### src/rtl/core/unix_time_to_local_civil_defines.svh
// assertion macros shared by the local civil time pipeline
// no dependencies; included by the modules that carry checks
`ifndef UNIX_TIME_TO_LOCAL_CIVIL_DEFINES_SVH
`define UNIX_TIME_TO_LOCAL_CIVIL_DEFINES_SVH

`ifndef SYNTHESIS

// same-cycle implication check
`define UTLC_ASSERT_IMPL(label, clk, rst, ante, cons) \
  label: assert property (@(posedge clk) disable iff (rst) (ante) |-> (cons)) \
    else $error("utlc check failed in %m");

// next-cycle implication check
`define UTLC_ASSERT_NEXT(label, clk, rst, ante, cons) \
  label: assert property (@(posedge clk) disable iff (rst) (ante) |=> (cons)) \
    else $error("utlc check failed in %m");

`else

`define UTLC_ASSERT_IMPL(label, clk, rst, ante, cons)

`define UTLC_ASSERT_NEXT(label, clk, rst, ante, cons)

`endif

`endif

### src/rtl/core/utlc_pkg.sv
// shared types, register codes and division constants of the local civil time pipeline
// no dependencies; imported by every module of the block
`timescale 1ns / 1ps

package utlc_pkg;

  // configuration register indexes
  typedef enum logic [1:0] {
    REG_BASE_EPOCH  = 2'd0,
    REG_UTC_OFFSET  = 2'd1,
    REG_BASE_MILLIS = 2'd2,
    REG_TIME_SET    = 2'd3
  } cfg_reg_t;

  // configuration registers as seen by the pipeline
  typedef struct packed {
    logic signed [38:0] base_epoch_seconds;
    logic signed [17:0] utc_offset_seconds;
    logic [31:0]        base_millisecond_count;
    logic               time_is_set;
  } cfg_regs_t;

  // word leaving the seconds-to-minutes front end
  typedef struct packed {
    logic               valid;
    logic               is_set;
    logic signed [32:0] minute_index;
    logic [24:0]        day_count;     // days since 1970 plus era-aligned bias
    logic [10:0]        minute_low;    // low bits of biased minute count
  } minutes_word_t;

  // word leaving the calendar stages
  typedef struct packed {
    logic               valid;
    logic               is_set;
    logic signed [32:0] minute_index;
    logic [4:0]         hour;
    logic [5:0]         minute;
    logic signed [17:0] year_base;     // 400 * era
    logic [8:0]         year_of_era;
    logic [8:0]         day_of_year;   // march-based
    logic [3:0]         month_index;   // 0 is march
  } civil_word_t;

  // calendar constants
  localparam logic [5:0]  SECONDS_PER_MINUTE = 6'd60;
  localparam logic [5:0]  MINUTES_PER_HOUR   = 6'd60;
  localparam logic [10:0] MINUTES_PER_DAY    = 11'd1440;
  localparam logic [17:0] DAYS_PER_ERA       = 18'd146097;
  localparam logic [17:0] LAST_DAY_OF_ERA    = 18'd146096;
  localparam logic [8:0]  DAYS_PER_YEAR      = 9'd365;
  localparam logic [8:0]  YEARS_PER_ERA      = 9'd400;
  localparam logic [3:0]  FIRST_JAN_INDEX    = 4'd10;

  // bias of 86400 * (719468 + 17 * 146097) seconds keeps the sum non-negative
  // and lines the day count up with 400-year eras
  localparam logic [39:0] DAY_BIAS_SECONDS   = 40'd276749308800;
  localparam logic [34:0] MINUTE_BIAS        = 35'd4612488480;
  localparam logic signed [17:0] ERA_YEAR_BIAS = 18'sd6800;

  // minute index clamp
  localparam logic signed [35:0] MINUTE_INDEX_MIN = -36'sd4294967296;
  localparam logic signed [35:0] MINUTE_INDEX_MAX = 36'sd4294967295;
  localparam logic signed [18:0] YEAR_MAX         = 19'sd16383;

  // reciprocals: floor(x / d) = (x * M) >> S for the stated input width
  localparam logic [29:0] RECIP_125      = 30'd549755814;   // 29-bit x, S 36
  localparam logic [19:0] RECIP_60_HI    = 20'd559241;      // 19-bit x, S 25
  localparam logic [27:0] RECIP_60_LO    = 28'd143165577;   // 27-bit x, S 33
  localparam logic [30:0] RECIP_45       = 31'd1527099484;  // 30-bit x, S 36
  localparam logic [25:0] RECIP_ERA      = 26'd60207212;    // 25-bit x, S 43
  localparam logic [11:0] RECIP_60_SMALL = 12'd2185;        // 11-bit x, S 17
  localparam logic [18:0] RECIP_1460     = 19'd367720;      // 18-bit x, S 29
  localparam logic [18:0] RECIP_36524    = 19'd470373;      // 18-bit x, S 34
  localparam logic [18:0] RECIP_365      = 19'd367720;      // 18-bit x, S 27
  localparam logic [9:0]  RECIP_100      = 10'd656;         // 9-bit x, S 16
  localparam logic [11:0] RECIP_153      = 12'd3427;        // 11-bit x, S 19

  // first march-based day of each month: (153 * mp + 2) / 5
  function automatic logic [8:0] month_start(input logic [3:0] mp);
    logic [8:0] start_day;
    case (mp)
      4'd0:    start_day = 9'd0;
      4'd1:    start_day = 9'd31;
      4'd2:    start_day = 9'd61;
      4'd3:    start_day = 9'd92;
      4'd4:    start_day = 9'd122;
      4'd5:    start_day = 9'd153;
      4'd6:    start_day = 9'd184;
      4'd7:    start_day = 9'd214;
      4'd8:    start_day = 9'd245;
      4'd9:    start_day = 9'd275;
      4'd10:   start_day = 9'd306;
      4'd11:   start_day = 9'd337;
      default: start_day = 9'd0;
    endcase
    return start_day;
  endfunction

endpackage

### src/rtl/core/utlc_minutes.sv
// front end: millisecond difference to local seconds, then floor minutes and days
// depends on utlc_pkg and the assertion macro header
`timescale 1ns / 1ps
`include "unix_time_to_local_civil_defines.svh"

module utlc_minutes import utlc_pkg::*; (
  input  logic          clk,
  input  logic          rst,
  input  logic          in_valid,
  input  logic [31:0]   now_millis,
  input  cfg_regs_t     cfg,
  output minutes_word_t out_word
);

  // one valid bit per stage, stage 1 in bit 0
  logic [6:0] vld;
  logic [6:0] is_set;

  always_ff @(posedge clk) begin
    if (rst) begin
      vld <= '0;
    end else begin
      vld <= {vld[5:0], in_valid};
    end
  end

  always_ff @(posedge clk) begin
    is_set <= {is_set[5:0], cfg.time_is_set};
  end

  // stage 1: counter difference and base plus offset
  logic [31:0] diff1;
  logic [39:0] base_sum1;

  always_ff @(posedge clk) begin
    diff1     <= now_millis - cfg.base_millisecond_count;
    base_sum1 <= 40'(cfg.base_epoch_seconds) + 40'(cfg.utc_offset_seconds);
  end

  // stage 2: whole seconds, divide by 8 then by 125
  logic [58:0] sec_prod;
  logic [22:0] elapsed2;
  logic [39:0] base_sum2;

  assign sec_prod = 59'(diff1[31:3]) * 59'(RECIP_125);

  always_ff @(posedge clk) begin
    elapsed2  <= sec_prod[58:36];
    base_sum2 <= base_sum1;
  end

  // stage 3: biased local seconds, always non-negative
  logic [39:0] biased3;

  always_ff @(posedge clk) begin
    biased3 <= base_sum2 + 40'(elapsed2) + DAY_BIAS_SECONDS;
  end

  // stage 4: high half over 60
  logic [38:0] hi_prod;
  logic [13:0] hi_quot4;
  logic [18:0] hi4;
  logic [20:0] lo4;

  assign hi_prod = 39'(biased3[39:21]) * 39'(RECIP_60_HI);

  always_ff @(posedge clk) begin
    hi_quot4 <= hi_prod[38:25];
    hi4      <= biased3[39:21];
    lo4      <= biased3[20:0];
  end

  // stage 5: high half remainder
  logic [18:0] hi_rem;
  logic [5:0]  hi_rem5;
  logic [13:0] hi_quot5;
  logic [20:0] lo5;

  assign hi_rem = hi4 - 19'(hi_quot4) * 19'(SECONDS_PER_MINUTE);

  always_ff @(posedge clk) begin
    hi_rem5  <= hi_rem[5:0];
    hi_quot5 <= hi_quot4;
    lo5      <= lo4;
  end

  // stage 6: remainder and low half over 60 gives the biased minute count
  logic [54:0] lo_prod;
  logic [34:0] minutes6;

  assign lo_prod = 55'({hi_rem5, lo5}) * 55'(RECIP_60_LO);

  always_ff @(posedge clk) begin
    minutes6 <= {hi_quot5, lo_prod[53:33]};
  end

  // stage 7: days by 32 then 45, clamped minute index
  logic [60:0]        day_prod;
  logic signed [35:0] minute_full;
  logic signed [35:0] minute_sat;
  logic [24:0]        days7;
  logic signed [32:0] minute_index7;
  logic [10:0]        minute_low7;

  assign day_prod    = 61'(minutes6[34:5]) * 61'(RECIP_45);
  assign minute_full = $signed({1'b0, minutes6}) - $signed({1'b0, MINUTE_BIAS});

  always_comb begin
    if (minute_full < MINUTE_INDEX_MIN) begin
      minute_sat = MINUTE_INDEX_MIN;
    end else if (minute_full > MINUTE_INDEX_MAX) begin
      minute_sat = MINUTE_INDEX_MAX;
    end else begin
      minute_sat = minute_full;
    end
  end

  always_ff @(posedge clk) begin
    days7         <= day_prod[60:36];
    minute_index7 <= 33'(minute_sat);
    minute_low7   <= minutes6[10:0];
  end

  assign out_word.valid        = vld[6];
  assign out_word.is_set       = is_set[6];
  assign out_word.minute_index = minute_index7;
  assign out_word.day_count    = days7;
  assign out_word.minute_low   = minute_low7;

  // checks
  `UTLC_ASSERT_NEXT(a_hi_rem_range, clk, rst, vld[3], hi_rem5 < SECONDS_PER_MINUTE)
  `UTLC_ASSERT_IMPL(a_day_split, clk, rst, vld[6],
    (36'(days7) * 36'(MINUTES_PER_DAY) <= 36'($past(minutes6))) &&
    (36'($past(minutes6)) - 36'(days7) * 36'(MINUTES_PER_DAY) < 36'(MINUTES_PER_DAY)))

endmodule

### config.mk
export PLATFORM = sky130hd
export DESIGN_NAME = utlc_minutes
export DESIGN_NICKNAME = d
export VERILOG_FILES = /design/src/rtl/core/utlc_pkg.sv /design/src/rtl/core/utlc_minutes.sv
export VERILOG_INCLUDE_DIRS = /design/src /design/src/rtl/core
export SDC_FILE = /design/constraint.sdc
export NUM_CORES = 2
export LEC_CHECK = 0
export ABC_AREA = 1
export BUFFER_PORTS_ARGS = -buffer_cell sky130_fd_sc_hd__buf_2
export CAP_MARGIN = 10
export CORE_MARGIN = 1.5
export CORE_UTILIZATION = 40
export CTS_BUF_LIST = sky130_fd_sc_hd__clkbuf_16
export DETAILED_ROUTE_END_ITERATION = 8
export PLACE_DENSITY = 0.55
export RECOVER_POWER = 25
export SLEW_MARGIN = 10
export SYNTH_ARGS = -nofsm -noshare
export SYNTH_HDL_FRONTEND = slang
export SYNTH_SLANG_ARGS = --single-unit
### constraint.sdc
create_clock -name clk -period 7.1 [get_ports clk]
set_input_delay 0.71 -clock clk [delete_from_list [all_inputs] [get_ports clk]]
set_output_delay 0.71 -clock clk [all_outputs]
set_load 0.02 [all_outputs]
==> Flow_metrics.wiki <==
{| class="wikitable"
! Metric !! Value
|-
| Clock root cell || clkbuf_16
|-
| Dpl hpwl || 156000 um
|-
| # hold bufs at CTS || 0
|-
| Critical path startpoint category || flop
|-
| Sink count of the clock tree || 372
|-
| Final net count || 9292
|-
| CP Class || reg -> reg
|-
| Worst-skew pair later-pin latency || 690 ps
|-
| Arrival time reported for the critical path endpoint || 7280 ps
|-
| Gr usage total || 0.246
|-
| Final number of max-transition violations || 0
|-
| Final critical path time including I/O delays and setup || 6720 ps
|-
| Placed Instance Area || 60300 um2
|-
| Initial antenna violation count || 4
|-
| Total number of vias || 46.4k
|-
| Clock tree from TritonCTS || yes
|-
| Weighted congestion at the end of routability-driven global placement || 0.985
|-
| Starting DRC count in detailed routing || 3517
|-
| Leftover overflow at the end of global routing || 0
|-
| Number of buffers added by the clock tree synthesis step || 47
|-
| Count of synthesis-stage warnings from yosys || 0
|-
| Max cap viols || 0
|-
| Die Wd || 379 um
|-
| Ratio of final minimum period to clock period || 0.946
|-
| Sequential fraction of the synthesis area || 0.131
|-
| Total instance count after detailed placement || 9194
|-
| Placeable core region || 140000 um2
|-
| Clock buffer depth || 3
|-
| Mean Syn Cell Area || 8.01 um2
|-
| Top-level I/O count || 196
|-
| Die height || 379 um
|-
| Async SR Flop Fraction || 0
|-
| Final WL || 175000 um
|-
| Post-CTS Setup Inserts || 0
|-
| Setup repair after global routing missed its margin || false
|-
| Net count of the mapped netlist || 9001
|-
| Worst min-delay path category || in -> reg
|-
| First-pass GRT wire length || 272000 um
|-
| Number of global-route vias before repair || 47.7k
|-
| Number of H-tree levels || 2
|-
| Maximum number of pins on one net before global-route repair || 33
|-
| Worst hold-check slack || 167 ps
|-
| Post-synthesis register bit count || 372
|-
| Most common cell after layout, fill and taps aside || inv_1
|-
| Status || complete, no violations
|-
| Highest attainable clock frequency || 0.149 GHz
|-
| Number of flops mapped to enable cells by yosys || 0
|-
| Nature of the critical path endpoint || flop
|-
| Reg clk slew, reported paths || 60 ps
|-
| Final design area excluding fillers || 62000 um2
|-
| Worst-Margin Slew || 1000 ps
|-
| Starting Density || 0.405
|-
| Remaining max-slew budget at the tightest pin || 0.329
|-
| Total number of placement rows || 137
|-
| Unique cell type count in the Yosys netlist || 43
|-
| Number of endpoints failing setup at the final stage || 0
|-
| Antenna-violating nets left || 0
|-
| Number of standard cells in the layout, taps in and fillers out || 9283
|-
| Resized Gates After CTS || 0
|-
| Number of fill cells in the layout || 14.4k
|-
| Data required time at the worst endpoint || 7660 ps
|-
| Die area || 144000 um2
|-
| Via count normalized by instance count || 5.00
|-
| Number of buffers added on ports || 195
|-
| Fin Clk Skew || 68.8 ps
|-
| Count of endpoints failing hold in the final timing report || 0
|-
| 1st-pass router iterations || 6
|-
| Setup TNS || 0 ps
|-
| Area overhead of the layout relative to synthesis || 9.35%
|-
| Routed length per instance || 18.8 um
|-
| Ratio of cells with drive above 1 in the final layout || 0.0482
|-
| Most used cells in the layout excluding fill and tap cells || inv_1, nand2_1, ha_1, fa_1, nor2_1
|-
| Number of standard cells after synthesis || 7076
|-
| Residual DRC || 0
|-
| Prevailing post-synth register cell || dfxtp_1
|-
| Maximum fanout encountered on the critical timing path || 5
|-
| Total standard cell area after synthesis || 56700 um2
|}
[per-stage QoR]
step / worst slack (ps) / utilization
3_5_place_dp: 481 / 0.431
4_1_cts: 497 / 0.442
6_report: 381 / 0.442
2_1_floorplan: 1320 / -
5_1_grt: 147 / 0.442
3_3_place_gp: 470 / 0.431
[kinds of logic after synthesis]
kind of cell,synth area share
AND/OR/NAND/NOR,0.153
adder cells (fa/ha/maj),0.490
buffers and inverters,0.118
AO/OA/AOI/OAI,0.0829
flip-flops,0.131
XOR/XNOR,0.0250
[registers in the layout (all words and copies together) (netlist names)]
| signal | flops |
|---|---|
| minute_index7 | 33 |
| base_sum2 | 40 |
| lo5 | 21 |
| days7 | 25 |
| elapsed2 | 23 |
| biased3 | 40 |
| base_sum1 | 40 |
| hi_quot4 | 14 |
| lo4 | 21 |
| is_set | 7 |
| hi_quot5 | 14 |
| minute_low7 | 11 |
| hi_rem5 | 6 |
| vld | 7 |
| hi4 | 6 |
| diff1 | 29 |
| minutes6 | 35 |
[cells in the mapped netlist (all sizes together), types with 39 or more instances]
master / n / share of area
inv: 1752 / 0.12
nand2: 1162 / 0.077
ha: 1105 / 0.24
fa: 695 / 0.25
nor2: 559 / 0.037
a21oi: 410 / 0.036
dfxtp: 372 / 0.13
o21ai: 249 / 0.022
nand3: 230 / 0.021
xor2: 131 / 0.020
nor3: 78 / 0.0069
o21bai: 62 / 0.0082
nand4: 52 / 0.0057
a21o: 43 / 0.0057
a31oi: 39 / 0.0043
[worst paths after layout]
check / start / end / slack [ps] / cells past startpoint
setup / recovery: minutes6[23] / days7[14] / 380 / 20
hold reg to reg: biased3[19] / lo4[19] / 300 / 0
setup reg to reg: minutes6[23] / days7[14] / 380 / 20
hold / removal: cfg[0] / is_set[0] / 170 / 1
[per-layer routing]
metal	global-route usage	up-vias	wire length, um
met4	0.0592	0	4380
met2	0.393	1298	76100
met1	0.354	22209	84400
li1	-	22689	-
met5	0	-	0
met3	0.0278	180	9750
[cell type report]
type | count | area (um2) | share of cell area
Antenna cell | 1 | 2.50 | 0.0000404
Clock buffer | 47 | 1180 | 0.0190
Clock inverter | 41 | 452 | 0.00729
Inverter | 1752 | 6580 | 0.106
Multi-Input combinational cell | 4941 | 42600 | 0.687
Sequential cell | 372 | 7450 | 0.120
Tap cell | 1876 | 2350 | 0.0379
Timing Repair Buffer | 253 | 1410 | 0.0228
[critical path, cell delays in order (launching register included)]
cell and delay, ps:
dfxtp_1 690, ha_1 510, fa_1 570, inv_1 50
fa_1 470, inv_1 50, fa_1 480, fa_1 570
fa_1 430, fa_1 490, inv_1 50, fa_1 470
inv_1 40, ha_1 300, a21oi_1 300, o21ai_0 140
a21oi_1 340, o21ai_0 270, nand2_1 120, nand3_1 110
xor2_1 160
Power is not shown: default switching activity piles up to over one toggle a cycle in this logic, so the estimate is an artifact.
