[src/rtl/core/unix_time_to_local_civil_defines.svh]
// assertion macros shared by the local civil time pipeline
// no dependencies; included by the modules that carry checks
`ifndef UNIX_TIME_TO_LOCAL_CIVIL_DEFINES_SVH
`define UNIX_TIME_TO_LOCAL_CIVIL_DEFINES_SVH

`ifndef SYNTHESIS

// same-cycle implication check
`define UTLC_ASSERT_IMPL(label, clk, rst, ante, cons) \
  label: assert property (@(posedge clk) disable iff (rst) (ante) |-> (cons)) \
    else $error("utlc check failed in %m");

// next-cycle implication check
`define UTLC_ASSERT_NEXT(label, clk, rst, ante, cons) \
  label: assert property (@(posedge clk) disable iff (rst) (ante) |=> (cons)) \
    else $error("utlc check failed in %m");

`else

`define UTLC_ASSERT_IMPL(label, clk, rst, ante, cons)

`define UTLC_ASSERT_NEXT(label, clk, rst, ante, cons)

`endif

`endif

[src/rtl/core/utlc_pkg.sv]
// shared types, register codes and division constants of the local civil time pipeline
// no dependencies; imported by every module of the block
`timescale 1ns / 1ps

package utlc_pkg;

  // configuration register indexes
  typedef enum logic [1:0] {
    REG_BASE_EPOCH  = 2'd0,
    REG_UTC_OFFSET  = 2'd1,
    REG_BASE_MILLIS = 2'd2,
    REG_TIME_SET    = 2'd3
  } cfg_reg_t;

  // configuration registers as seen by the pipeline
  typedef struct packed {
    logic signed [38:0] base_epoch_seconds;
    logic signed [17:0] utc_offset_seconds;
    logic [31:0]        base_millisecond_count;
    logic               time_is_set;
  } cfg_regs_t;

  // word leaving the seconds-to-minutes front end
  typedef struct packed {
    logic               valid;
    logic               is_set;
    logic signed [32:0] minute_index;
    logic [24:0]        day_count;     // days since 1970 plus era-aligned bias
    logic [10:0]        minute_low;    // low bits of biased minute count
  } minutes_word_t;

  // word leaving the calendar stages
  typedef struct packed {
    logic               valid;
    logic               is_set;
    logic signed [32:0] minute_index;
    logic [4:0]         hour;
    logic [5:0]         minute;
    logic signed [17:0] year_base;     // 400 * era
    logic [8:0]         year_of_era;
    logic [8:0]         day_of_year;   // march-based
    logic [3:0]         month_index;   // 0 is march
  } civil_word_t;

  // calendar constants
  localparam logic [5:0]  SECONDS_PER_MINUTE = 6'd60;
  localparam logic [5:0]  MINUTES_PER_HOUR   = 6'd60;
  localparam logic [10:0] MINUTES_PER_DAY    = 11'd1440;
  localparam logic [17:0] DAYS_PER_ERA       = 18'd146097;
  localparam logic [17:0] LAST_DAY_OF_ERA    = 18'd146096;
  localparam logic [8:0]  DAYS_PER_YEAR      = 9'd365;
  localparam logic [8:0]  YEARS_PER_ERA      = 9'd400;
  localparam logic [3:0]  FIRST_JAN_INDEX    = 4'd10;

  // bias of 86400 * (719468 + 17 * 146097) seconds keeps the sum non-negative
  // and lines the day count up with 400-year eras
  localparam logic [39:0] DAY_BIAS_SECONDS   = 40'd276749308800;
  localparam logic [34:0] MINUTE_BIAS        = 35'd4612488480;
  localparam logic signed [17:0] ERA_YEAR_BIAS = 18'sd6800;

  // minute index clamp
  localparam logic signed [35:0] MINUTE_INDEX_MIN = -36'sd4294967296;
  localparam logic signed [35:0] MINUTE_INDEX_MAX = 36'sd4294967295;
  localparam logic signed [18:0] YEAR_MAX         = 19'sd16383;

  // reciprocals: floor(x / d) = (x * M) >> S for the stated input width
  localparam logic [29:0] RECIP_125      = 30'd549755814;   // 29-bit x, S 36
  localparam logic [19:0] RECIP_60_HI    = 20'd559241;      // 19-bit x, S 25
  localparam logic [27:0] RECIP_60_LO    = 28'd143165577;   // 27-bit x, S 33
  localparam logic [30:0] RECIP_45       = 31'd1527099484;  // 30-bit x, S 36
  localparam logic [25:0] RECIP_ERA      = 26'd60207212;    // 25-bit x, S 43
  localparam logic [11:0] RECIP_60_SMALL = 12'd2185;        // 11-bit x, S 17
  localparam logic [18:0] RECIP_1460     = 19'd367720;      // 18-bit x, S 29
  localparam logic [18:0] RECIP_36524    = 19'd470373;      // 18-bit x, S 34
  localparam logic [18:0] RECIP_365      = 19'd367720;      // 18-bit x, S 27
  localparam logic [9:0]  RECIP_100      = 10'd656;         // 9-bit x, S 16
  localparam logic [11:0] RECIP_153      = 12'd3427;        // 11-bit x, S 19

  // first march-based day of each month: (153 * mp + 2) / 5
  function automatic logic [8:0] month_start(input logic [3:0] mp);
    logic [8:0] start_day;
    case (mp)
      4'd0:    start_day = 9'd0;
      4'd1:    start_day = 9'd31;
      4'd2:    start_day = 9'd61;
      4'd3:    start_day = 9'd92;
      4'd4:    start_day = 9'd122;
      4'd5:    start_day = 9'd153;
      4'd6:    start_day = 9'd184;
      4'd7:    start_day = 9'd214;
      4'd8:    start_day = 9'd245;
      4'd9:    start_day = 9'd275;
      4'd10:   start_day = 9'd306;
      4'd11:   start_day = 9'd337;
      default: start_day = 9'd0;
    endcase
    return start_day;
  endfunction

endpackage

[src/rtl/core/utlc_civil.sv]
// calendar stages: era split, year of era, day of year, month, and hour and minute
// depends on utlc_pkg and the assertion macro header
`timescale 1ns / 1ps
`include "unix_time_to_local_civil_defines.svh"

module utlc_civil import utlc_pkg::*; (
  input  logic          clk,
  input  logic          rst,
  input  minutes_word_t in_word,
  output civil_word_t   out_word
);

  // one valid bit per stage, stage 8 in bit 0
  logic [7:0]         vld;
  logic [7:0]         is_set;
  logic signed [32:0] minute_index [8];

  always_ff @(posedge clk) begin
    if (rst) begin
      vld <= '0;
    end else begin
      vld <= {vld[6:0], in_word.valid};
    end
  end

  always_ff @(posedge clk) begin
    is_set          <= {is_set[6:0], in_word.is_set};
    minute_index[0] <= in_word.minute_index;
    for (int i = 1; i < 8; i++) begin
      minute_index[i] <= minute_index[i-1];
    end
  end

  // stage 8: minute of day and era
  logic [35:0] day_minutes;
  logic [50:0] era_prod;
  logic [10:0] mod8;
  logic [7:0]  era8;
  logic [24:0] days8;

  assign day_minutes = 36'(in_word.day_count) * 36'(MINUTES_PER_DAY);
  assign era_prod    = 51'(in_word.day_count) * 51'(RECIP_ERA);

  always_ff @(posedge clk) begin
    mod8  <= in_word.minute_low - day_minutes[10:0];
    era8  <= era_prod[50:43];
    days8 <= in_word.day_count;
  end

  // stage 9: day of era and hour
  logic [32:0] era_days;
  logic [22:0] hour_prod;
  logic [17:0] doe9;
  logic [4:0]  hour9;
  logic [10:0] mod9;
  logic [7:0]  era9;

  assign era_days  = 33'(era8) * 33'(DAYS_PER_ERA);
  assign hour_prod = 23'(mod8) * 23'(RECIP_60_SMALL);

  always_ff @(posedge clk) begin
    doe9  <= days8[17:0] - era_days[17:0];
    hour9 <= hour_prod[21:17];
    mod9  <= mod8;
    era9  <= era8;
  end

  // stage 10: leap corrections, minute of hour, year base
  logic [36:0]        four_prod;
  logic [36:0]        cent_prod;
  logic [10:0]        hour_minutes;
  logic [10:0]        minute_full;
  logic [16:0]        era_years;
  logic [17:0]        doe10;
  logic [7:0]         four10;
  logic [2:0]         cent10;
  logic               last10;
  logic [4:0]         hour10;
  logic [5:0]         minute10;
  logic signed [17:0] year_base10;

  assign four_prod    = 37'(doe9) * 37'(RECIP_1460);
  assign cent_prod    = 37'(doe9) * 37'(RECIP_36524);
  assign hour_minutes = 11'(hour9) * 11'(MINUTES_PER_HOUR);
  assign minute_full  = mod9 - hour_minutes;
  assign era_years    = 17'(era9) * 17'(YEARS_PER_ERA);

  always_ff @(posedge clk) begin
    doe10       <= doe9;
    four10      <= four_prod[36:29];
    cent10      <= cent_prod[36:34];
    last10      <= (doe9 == LAST_DAY_OF_ERA);
    hour10      <= hour9;
    minute10    <= minute_full[5:0];
    year_base10 <= $signed({1'b0, era_years}) - ERA_YEAR_BIAS;
  end

  // hour, minute and year base ride along to the end
  logic [4:0]         hour_d [5];
  logic [5:0]         minute_d [5];
  logic signed [17:0] year_base_d [5];

  always_ff @(posedge clk) begin
    hour_d[0]      <= hour10;
    minute_d[0]    <= minute10;
    year_base_d[0] <= year_base10;
    for (int i = 1; i < 5; i++) begin
      hour_d[i]      <= hour_d[i-1];
      minute_d[i]    <= minute_d[i-1];
      year_base_d[i] <= year_base_d[i-1];
    end
  end

  // stage 11: days adjusted to a 365-day year
  logic [17:0] adj11;
  logic [17:0] doe11;

  always_ff @(posedge clk) begin
    adj11 <= doe10 - 18'(four10) + 18'(cent10) - 18'(last10);
    doe11 <= doe10;
  end

  // stage 12: year of era
  logic [36:0] year_prod;
  logic [8:0]  yoe12;
  logic [17:0] doe12;

  assign year_prod = 37'(adj11) * 37'(RECIP_365);

  always_ff @(posedge clk) begin
    yoe12 <= year_prod[35:27];
    doe12 <= doe11;
  end

  // stage 13: days before this year of era
  logic [18:0] yc_prod;
  logic [17:0] prior13;
  logic [1:0]  centuries13;
  logic [8:0]  yoe13;
  logic [17:0] doe13;

  assign yc_prod = 19'(yoe12) * 19'(RECIP_100);

  always_ff @(posedge clk) begin
    prior13     <= 18'(yoe12) * 18'(DAYS_PER_YEAR) + 18'(yoe12[8:2]);
    centuries13 <= yc_prod[17:16];
    yoe13       <= yoe12;
    doe13       <= doe12;
  end

  // stage 14: day of year
  logic [17:0] doy_full;
  logic [8:0]  doy14;
  logic [8:0]  yoe14;

  assign doy_full = doe13 - prior13 + 18'(centuries13);

  always_ff @(posedge clk) begin
    doy14 <= doy_full[8:0];
    yoe14 <= yoe13;
  end

  // stage 15: march-based month
  logic [10:0] month_arg;
  logic [22:0] month_prod;
  logic [3:0]  mp15;
  logic [8:0]  doy15;
  logic [8:0]  yoe15;

  assign month_arg  = 11'(doy14) * 11'd5 + 11'd2;
  assign month_prod = 23'(month_arg) * 23'(RECIP_153);

  always_ff @(posedge clk) begin
    mp15  <= month_prod[22:19];
    doy15 <= doy14;
    yoe15 <= yoe14;
  end

  assign out_word.valid        = vld[7];
  assign out_word.is_set       = is_set[7];
  assign out_word.minute_index = minute_index[7];
  assign out_word.hour         = hour_d[4];
  assign out_word.minute       = minute_d[4];
  assign out_word.year_base    = year_base_d[4];
  assign out_word.year_of_era  = yoe15;
  assign out_word.day_of_year  = doy15;
  assign out_word.month_index  = mp15;

  // checks
  `UTLC_ASSERT_IMPL(a_doe_range, clk, rst, vld[1], doe9 < DAYS_PER_ERA)
  `UTLC_ASSERT_IMPL(a_year_split, clk, rst, vld[4],
    (yoe12 < YEARS_PER_ERA) && (37'(yoe12) * 37'(DAYS_PER_YEAR) <= 37'($past(adj11))))

endmodule

[config.mk]
export PLATFORM = sky130hd
export DESIGN_NAME = utlc_civil
export DESIGN_NICKNAME = d
export VERILOG_FILES = /design/src/rtl/core/utlc_pkg.sv /design/src/rtl/core/utlc_civil.sv
export VERILOG_INCLUDE_DIRS = /design/src /design/src/rtl/core
export SDC_FILE = /design/constraint.sdc
export NUM_CORES = 2
export LEC_CHECK = 0
export BUFFER_PORTS_ARGS = -buffer_cell sky130_fd_sc_hd__buf_4
export CORE_MARGIN = 4
export CORE_UTILIZATION = 45
export DETAILED_ROUTE_END_ITERATION = 8
export PLACE_DENSITY = 0.7
export SYNTH_ARGS = -nofsm -noshare
export SYNTH_HDL_FRONTEND = slang
export SYNTH_SLANG_ARGS = --single-unit
[constraint.sdc]
create_clock -name clk -period 18.3 [get_ports clk]
set_clock_uncertainty 0.15 [all_clocks]
set_input_delay 5.49 -clock clk [delete_from_list [all_inputs] [get_ports clk]]
set_output_delay 5.49 -clock clk [all_outputs]
set_load 0.02 [all_outputs]
==> metrics.md <==
| Metric | Value |
|---|---|
| DP Wirelength | `78100 um` |
| Cell Count, Final, Fillers Out | `5925` |
| Reg2reg setup slack | `between 10 and 15 ns` |
| Max-slew violation count | `0` |
| Cells after Synth | `around 4300` |
| DP Worst Slack | `6.29 ns` |
| Crit path max fanout | `6` |
| Setup TNS | `0 ns` |
| Setup crit end kind | `flip-flop` |
| CTS Buf Count | `68` |
| Post-synthesis cell area | `48600 um2` |
| Hold endpoint | `year_base_d[0][27]` |
| Worst-path clk slew | `~0.060 ns` |
| Launching element type of the critical path | `input port` |
| CP dominant cell by count | `fa_1` |
| Peak Freq | `slightly below 90 MHz` |
| CTS Root Cell | `clkbuf_16` |
| Data required, critical path | `18.65 ns` |
| Routed length per placed instance | `approximately 16 um` |
| Fillers | `9580` |
| Hold Crit Depth | `0` |
| # rows | `between 100 and 150` |
| # H-tree levels | `3` |
| Fin crit share | `62.1%` |
| Number of global-route vias before repair | `around 30000` |
| Port Buffers | `between 150 and 200` |
| DR pass1 iterations | `5` |
| Sequential element share of the synthesized area | `between 20% and 30%` |
| Hold Buf Count CTS | `0` |
| Area Overhead vs Synth | `10.0%` |
| N_diodes | `0` |
| Global placer's final weighted congestion | `approximately 0.91` |
| Min cycle time layout | `11.37 ns` |
| Crit Path Class | `input port to flip-flop` |
| Via Count | `approximately 28000` |
| Core Box Area | `around 110000 um2` |
| Gr usage total | `17.2%` |
| DRT iter0 DRCs | `between 1000 and 1500` |
| Layout cells sized above 1 | `6.66%` |
| # Post-CTS Setup Buffers | `0` |
| FF-to-FF Start | `doy14[1]` |
| Worst stage delay on the critical path | `approximately 0.55 ns` |
| Clk_lat worst skew | `slightly above 0.6 ns` |
| Avg Cell Area, Syn | `between 10 and 15 um2` |
| Placed insts | `5799` |
| Unrepaired setup endpoints after global routing | `false` |
| Global-route wire length before repair | `about 150000 um` |
| CTS tree | `built` |
| Grt total ovfl | `0` |
| # IOs | `between 150 and 200` |
| Vias per Instance | `between 4 and 5` |
| Drc violations | `0` |
| Clock Tree Buf Depth | `3` |
| FF-to-FF path depth | `27` |
| Main flop type after synthesis | `dfxtp_1` |
| Slew margin rel. | `between 20% and 30%` |
| Final setup viols | `0` |
| Max cap viols | `0` |
| Cell at the slowest stage of the critical path | `fa_1` |
| Worst Max-Slew Pin Slew | `1.07 ns` |
| Origin of the worst min-delay path | `year_base_d[0][9]` |
| Full die area | `approximately 110000 um2` |
| EDFF count, synth | `0` |
| Largest net degree at the start of global routing | `17` |
| Crit-path cells | `buf_4 > inv_1 > fa_1 > inv_1 > fa_1 > inv_1 > fa_1 > fa_1 > fa_1 > fa_1 > fa_1 > inv_1 > ha_1 > a21o_1 > a21o_1 > a211o_1 > a21oi_1 > o31ai_1 > a2111oi_2 > o21bai_1 > xor2_1` |
| Final nets | `approximately 6200` |
| Worst R2R End | `mp15[3]` |
| CP arrival | `~12 ns` |
| Top post-synthesis cells by area | `fa_1 27%, dfxtp_1 27%, ha_1 25%` |
| Unique masters post-synth | `70` |
| WL final | `between 90000 and 100000 um` |
| Die Span X | `337 um` |
| Post-cts resize count | `0` |
| Async set-reset flop share out of synthesis | `0%` |
| Initial antenna violation count | `0` |
| Starting density of the core | `between 40% and 50%` |
| Seq cells post-synth | `about 650` |
| Status | `finished, final reports clean` |
| # clock sinks | `648` |
| Path category of the worst min-delay check | `flip-flop to flip-flop` |
| Antenna Nets Post-Route | `0` |
| Area leader, netlist | `fa_1` |
| Die height | `between 300 and 400 um` |
| Hold Vio Cnt, Final | `0` |
| Synth top area share | `about 27%` |
| Worst Setup Slack, final | `~6.9 ns` |
| Synthesis Warnings | `0` |
-- worst max-delay path by stage --
stage,startpoint,end,slack [ns]
after floorplan,in_word[17],era8[5],6.89
after global placement,in_word[18],era8[7],6.39
after detailed placement,in_word[18],era8[5],6.29
after CTS,in_word[18],era8[5],6.98
after global routing,in_word[14],era8[5],6.68
final,in_word[18],era8[5],6.93
-- layout make-up --
cell class | instances | area [um2] | area share, %
repair buffers | 167 | 1250 | 2.34
flip-flops and latches | 648 | 13000 | 24.2
well taps | 1403 | 1760 | 3.28
clock buffers | 91 | 1900 | 3.55
multi-input cells | 2445 | 30900 | 57.8
inverters | 1136 | 4260 | 7.97
clock inverters | 35 | 450 | 0.842
-- Yosys cell counts, drive strengths merged, types with 3 or more instances --
master and count:
nand3 23, o31ai 5, xor2 32, a221oi 4
o41a 3, o21a 20, a2111oi 11, a211oi 11
nor2 69, o211ai 9, o21bai 11, nor2b 21
o21ai 57, a31o 5, fa 668, o211a 6
or3 6, mux2i 4, nand2b 12, dfxtp 648
a211o 7, and4 3, and3 18, a21boi 6
nor4b 3, buf 65, a41o 5, o2111ai 5
a21o 68, inv 1136, ha 989, nor4 5
o41ai 3, and2 4, xnor2 114, a31oi 7
nor3 29, nand2 59, or2 6, nand4 14
a21oi 94
-- critical path: cells and delay by family --
| family | cells | cell delay (ns) |
|---|---|---|
| adders and majority gates | 8 | 3.97 |
| xor gates and xnor gates | 1 | 0.16 |
| buffers and inverters | 5 | 0.47 |
| AOI/OAI and AO/OA | 7 | 1.61 |
-- registers in the layout (all words and copies together), names as in the netlist, 11 cells and up --
signal        cells
adj11            18
days8            18
minute_d         30
doe9             18
year_base_d      70
mod8             11
minute_index    264
hour_d           25
year_base10      14
doe10            18
-- layout by cell type, fill, tap and decap left out, drive strengths merged, types with 6 or more instances in the layout --
cell     count
a2111oi     11
a211o        7
a211oi      11
a21boi       6
a21o        68
a21oi       94
a31oi        7
and3        18
buf        167
clkbuf      91
clkinv      17
dfxtp      648
fa         668
ha         989
inv       1146
nand2       59
nand2b      12
nand3       23
nand4       14
nor2        69
nor2b       21
nor3        29
o211a        6
o211ai       9
o21a        20
o21ai       57
o21bai      11
or2          6
or3          6
xnor2      114
xor2        32
-- cells by family after synthesis --
group	after synthesis	share of synthesized area (%)
flip-flops	648	26.7
adder cells (fa/ha/maj)	1657	52.9
multiplexers	4	0.0823
AO/OA/AOI/OAI	354	4.98
XOR/XNOR	147	2.68
AND/OR/NAND/NOR	279	2.88
buffers and inverters	1201	9.76
other	1	0.00771
-- routing by layer --
layer	wire length [um]	global-route usage (%)	up-vias
met5	0	0	-
met4	2800	5.28	0
met3	4430	3.17	159
met2	45000	30.0	550
met1	40300	21.8	13700
li1	-	-	13700
-- metrics by stage --
step	hold WS (ns)	util, %	instance area, um2
final	0.162	49.9	53500
after global routing	0.171	49.9	53500
after CTS	0.161	49.9	53500
after detailed placement	0.162	47.7	51200
after global placement	0.160	47.7	51200
after floorplan	0.160	-	48600
Power is not shown: default switching activity piles up to over one toggle a cycle in this logic, so the estimate is an artifact.
